`src/rtl/ibl_pkg.sv`:
```
// ibl_pkg: shared constants, status codes and controller/datapath types
// for the inode byte locator. No dependencies.
`default_nettype none

package ibl_pkg;

   localparam int unsigned MAX_GROUPS       = 256;
   localparam int unsigned MIN_INODE_SIZE   = 128;
   localparam int unsigned FIXED_INODE_SIZE = 128;
   localparam int unsigned MAX_SIZE_LOG     = 6;
   localparam int unsigned BASE_BLOCK_LOG   = 10;   // 1024-byte base block
   localparam int unsigned DIV_STEPS        = 32;
   localparam int unsigned GROUP_W          = $clog2(MAX_GROUPS);
   localparam int unsigned OFFSET_W         = 49;
   localparam int unsigned CSR_INDEX_W      = 3;

   localparam logic CMD_WRITE  = 1'b0;
   localparam logic CMD_LOCATE = 1'b1;

   typedef enum logic [2:0] {
      ST_OK             = 3'd0,
      ST_GEOMETRY       = 3'd1,
      ST_INO_ZERO       = 3'd2,
      ST_PAST_COUNT     = 3'd3,
      ST_ZERO_PER_GROUP = 3'd4,
      ST_GROUP_RANGE    = 3'd5
   } status_type;

   typedef enum logic [CSR_INDEX_W-1:0] {
      CSR_INODES_TOTAL      = 3'd0,
      CSR_INODES_PER_GROUP  = 3'd1,
      CSR_BLOCKS_TOTAL      = 3'd2,
      CSR_BLOCKS_PER_GROUP  = 3'd3,
      CSR_BLOCK_SIZE_LOG    = 3'd4,
      CSR_DYNAMIC_REVISION  = 3'd5,
      CSR_STORED_INODE_SIZE = 3'd6
   } csr_index_type;

   typedef enum logic [1:0] {
      OUT_ZERO,
      OUT_RANGE,
      OUT_FULL
   } out_kind_type;

   typedef enum logic {
      MUL_GROUP,
      MUL_LOCAL
   } mul_sel_type;

   typedef struct packed {
      logic         capture;
      logic         table_write;
      logic         div_start;
      logic         mul_en;
      mul_sel_type  mul_sel;
      logic         load_out;
      out_kind_type out_kind;
      status_type   out_status;
   } dp_cmd_type;

   typedef struct packed {
      status_type early_status;
      logic       div_busy;
      logic       group_bad;
      logic       out_free;
   } dp_stat_type;

endpackage

`default_nettype wire

```
`src/rtl/ibl_ctrl.sv`:
```
// ibl_ctrl: sequencer for table writes and inode lookups.
// Depends on ibl_pkg; drives the datapath through dp_cmd_type.
`default_nettype none

module ibl_ctrl (
   input  wire logic                 clock,
   input  wire logic                 reset,
   input  wire logic                 req_valid,
   output logic                      req_ready,
   input  wire logic                 req_cmd,
   input  wire ibl_pkg::dp_stat_type stat,
   output ibl_pkg::dp_cmd_type       cmd
);
   import ibl_pkg::*;

   typedef enum logic [2:0] {
      S_IDLE,
      S_CHECK,
      S_DIVIDE,
      S_MUL_GROUP,
      S_RANGE,
      S_MUL_LOCAL,
      S_FINISH
   } state_type;

   state_type    state_ff;
   out_kind_type kind_ff;
   status_type   status_ff;

   always_comb begin
      cmd            = '0;
      cmd.mul_sel    = MUL_GROUP;
      cmd.out_kind   = kind_ff;
      cmd.out_status = status_ff;
      req_ready      = 1'b0;
      unique case (state_ff)
         S_IDLE: begin
            req_ready       = 1'b1;
            cmd.capture     = req_valid;
            cmd.table_write = req_valid && (req_cmd == CMD_WRITE);
         end
         S_CHECK:     cmd.div_start = (stat.early_status == ST_OK);
         S_DIVIDE:    ;
         S_MUL_GROUP: begin
            cmd.mul_en  = 1'b1;
            cmd.mul_sel = MUL_GROUP;
         end
         S_RANGE:     ;
         S_MUL_LOCAL: begin
            cmd.mul_en  = 1'b1;
            cmd.mul_sel = MUL_LOCAL;
         end
         S_FINISH:    cmd.load_out = stat.out_free;
         default:     ;
      endcase
   end

   always_ff @(posedge clock) begin
      if (reset) begin
         state_ff  <= S_IDLE;
         kind_ff   <= OUT_ZERO;
         status_ff <= ST_OK;
      end else begin
         unique case (state_ff)
            S_IDLE: begin
               if (req_valid) begin
                  if (req_cmd == CMD_WRITE) begin
                     kind_ff   <= OUT_ZERO;
                     status_ff <= ST_OK;
                     state_ff  <= S_FINISH;
                  end else begin
                     state_ff <= S_CHECK;
                  end
               end
            end
            S_CHECK: begin
               if (stat.early_status != ST_OK) begin
                  kind_ff   <= OUT_ZERO;
                  status_ff <= stat.early_status;
                  state_ff  <= S_FINISH;
               end else begin
                  state_ff <= S_DIVIDE;
               end
            end
            S_DIVIDE: begin
               if (!stat.div_busy) begin
                  state_ff <= S_MUL_GROUP;
               end
            end
            S_MUL_GROUP: state_ff <= S_RANGE;
            S_RANGE: begin
               if (stat.group_bad) begin
                  kind_ff   <= OUT_RANGE;
                  status_ff <= ST_GROUP_RANGE;
                  state_ff  <= S_FINISH;
               end else begin
                  state_ff <= S_MUL_LOCAL;
               end
            end
            S_MUL_LOCAL: begin
               kind_ff   <= OUT_FULL;
               status_ff <= ST_OK;
               state_ff  <= S_FINISH;
            end
            S_FINISH: begin
               if (stat.out_free) begin
                  state_ff <= S_IDLE;
               end
            end
            default: state_ff <= S_IDLE;
         endcase
      end
   end

endmodule

`default_nettype wire

```
`config.mk`:
```
export PLATFORM = sky130hd
export DESIGN_NAME = ibl_ctrl
export DESIGN_NICKNAME = d
export VERILOG_FILES = /design/src/rtl/ibl_pkg.sv /design/src/rtl/ibl_ctrl.sv
export SDC_FILE = /design/constraint.sdc
export NUM_CORES = 1
export LEC_CHECK = 0
export BUFFER_PORTS_ARGS = -buffer_cell sky130_fd_sc_hd__buf_2
export CORE_AREA = 2 2 39 41
export DETAILED_ROUTE_END_ITERATION = 8
export DIE_AREA = 0 0 41 43
export PLACE_DENSITY = 0.71
export SLEW_MARGIN = 20
export SYNTH_ARGS = -nofsm -noshare
export SYNTH_HDL_FRONTEND = slang
export SYNTH_SLANG_ARGS = --single-unit
```
`constraint.sdc`:
```
create_clock -name clock -period 1.8 [get_ports clock]
set_clock_uncertainty 0.15 [all_clocks]
set_input_delay 0.18 -clock clock [delete_from_list [all_inputs] [get_ports clock]]
set_output_delay 0.18 -clock clock [all_outputs]
set_load 0.02 [all_outputs]
```
==> results_dict.tcl <==
set metrics [dict create \
    synthToLayoutAreaGrowth_pct 39.1 \
    cp.arrival_ns 1.36 \
    ant_nets 0 \
    relSlewSlack_pct 75.1 \
    die-area_um2 1760 \
    cts_tree "done" \
    placedCellCount 107 \
    design.core.area_um2 1380 \
    routedWlPerCell_um 11.6 \
    drive_gt1_share_pct 34.7 \
    die_h_um 43 \
    layoutNonFillerInstCount 111 \
    whs_path_depth 3 \
    worstHoldStart "stat[4]" \
    drt_wl_total_um 1290 \
    track_usage_pct 16.8 \
    layout_commonest_cell "buf_2" \
    io_pins 22 \
    clkSinkCount 8 \
    hold_path_end "status_ff[1]" \
    synth.avg_cell_area_um2 7.08 \
    placed_cell_area_um2 658 \
    fp-row-count 14 \
    synth-seq-area-share_pct 31.8 \
    grt_max_degree 20 \
    gp_congestion 0.808 \
    setup_ws_ns 0.113 \
    r2r_cells 4 \
    critPathCaptureType "output pin" \
    postCtsSetupRepairBufs 0 \
    synth.distinct_cells 25 \
    reg2reg_to "kind_ff[0]" \
    hold_path_class "in -> reg" \
    setup_tns_ns 0 \
    die_w_um 41 \
    overflow 0 \
    drc 0 \
    synth_edf_count 0 \
    firstDrtPassIters 4 \
    netlist_area_um2 503 \
    period_share_pct 93.7 \
    vias 585 \
    dp_slack_ns 0.165 \
    drt_iter0_markers 16 \
    reg2reg_slack_ns 0.17 \
    tightest_slew_ns 0.373 \
    p_leak_nw 0.324 \
    synthCells 71 \
    clk_latency_ns 0.25 \
    critical_path.startpoint "state_ff[2]" \
    rsz0062_at_grt "no" \
    fin_crit_ns 1.69 \
    async_flop_share_pct 0 \
    root_buffer "clkbuf_4" \
    synth_ff_type "dfxtp_1" \
    hpwl_um 959 \
    hold_violations 0 \
    synth_warnings 0 \
    drv_slew 0 \
    antenna_found_initial 0 \
    clk_pin_slew_ns 0.06 \
    initial_core_util_pct 36.3 \
    drv_cap 0 \
    crit_type "reg -> out" \
    diodes 0 \
    peakVddDrop_mv 0.562 \
    outcome "completed" \
    numCtsBuffers 3 \
    portBuffers 21 \
    final-setup-viol-count 0 \
    layout_common_cells "buf_2, a21oi_1, dfxtp_1" \
    ys_ff_latch 8 \
    grt_pass1_vias 520 \
    cp.required_ns 1.47 \
    utilization_pct 50.5 \
    cp_max_fo 15 \
    fmax_mhz 593 \
    grt_pass1_wl_um 2100 \
    finalPower_mw 1.10 \
    finish.net_count 107 \
    p_per_area_nw_per_um2 1570 \
    hold_slack_ns 0.0387 \
    clk_path_buf_depth 2 \
    synth_nets 81 \
    r2r_start "state_ff[2]" \
    start_kind "flip-flop" \
    via_per_inst 5.27 \
    final_cell_area_um2 699 \
    h-tree-depth 1 \
]
==> area by class of cell <==
| class | count | area [um2] |
|---|---|---|
| clock buffer | 3 | 22.5 |
| sequential | 8 | 161 |
| multi-input combinational | 54 | 333 |
| fill | 150 | 684 |
| timing repair buffer | 26 | 148 |
| inverter | 4 | 15.0 |
| tap | 16 | 20.0 |
==> report_power, final <==
| part | internal (mW) | total (mW) | switching, mW |
|---|---|---|---|
| Clock | 0.0765 | 0.140 | 0.0637 |
| Combinational | 0.296 | 0.655 | 0.358 |
| Sequential | 0.229 | 0.301 | 0.0727 |
==> critical path, stage by stage, from the launching register on <==
cell and delay [ns]:
dfxtp_1 0.30, buf_4 0.18, nor3b_2 0.21, nand2_1 0.12, inv_2 0.12, buf_2 0.17
==> how the worst max path moves through the flow <==
stage | end | cells past startpoint
detailed placement | state_ff[2] | 4
finish | cmd[8] | 5
CTS | cmd[8] | 5
global placement | state_ff[2] | 4
floorplan | cmd[9] | 4
global route | cmd[8] | 5
==> synth_stat cells (2+ instances only) <==
master,instances,area share (%)
a21oi_1,13,13
o21ai_0,5,5.0
inv_1,4,3.0
nor2b_1,3,3.7
and2_1,2,2.5
nor2_1,3,2.2
nand3_1,2,2.0
buf_1,2,1.5
nor3_1,4,4.0
nor3b_1,2,3.0
dfxtp_1,8,32
clkbuf_1,3,2.2
nand2_1,5,3.7
nand3b_1,3,4.5
nand2b_1,2,2.5
==> timing repair <==
item	CTS	global route
resized for setup	2	2
hold buffers	1	0
hold endpoints to repair	1	0
gates cloned	0	0
setup endpoints to repair	2	2
pin swaps	0	1
==> registers in the layout (all words and copies together) (netlist names) <==
name	count
kind_ff	2
status_ff	3
state_ff	3
==> kinds of logic after synthesis <==
family / after synthesis / share of synthesized area, %
flip-flops: 8 / 31.8
AO/OA/AOI/OAI: 24 / 27.1
AND/OR/NAND/NOR: 29 / 32.6
XOR/XNOR: 1 / 1.74
buffers and inverters: 9 / 6.72
==> per-layer routing <==
metal	wire [um]	vias to the layer above	GRT usage, %
li1	-	302	-
met1	601	276	22.5
met2	654	7	25.9
met3	36	0	3.14
met4	0	0	6.00
met5	0	-	0
Power figures use the tool's default switching activity.
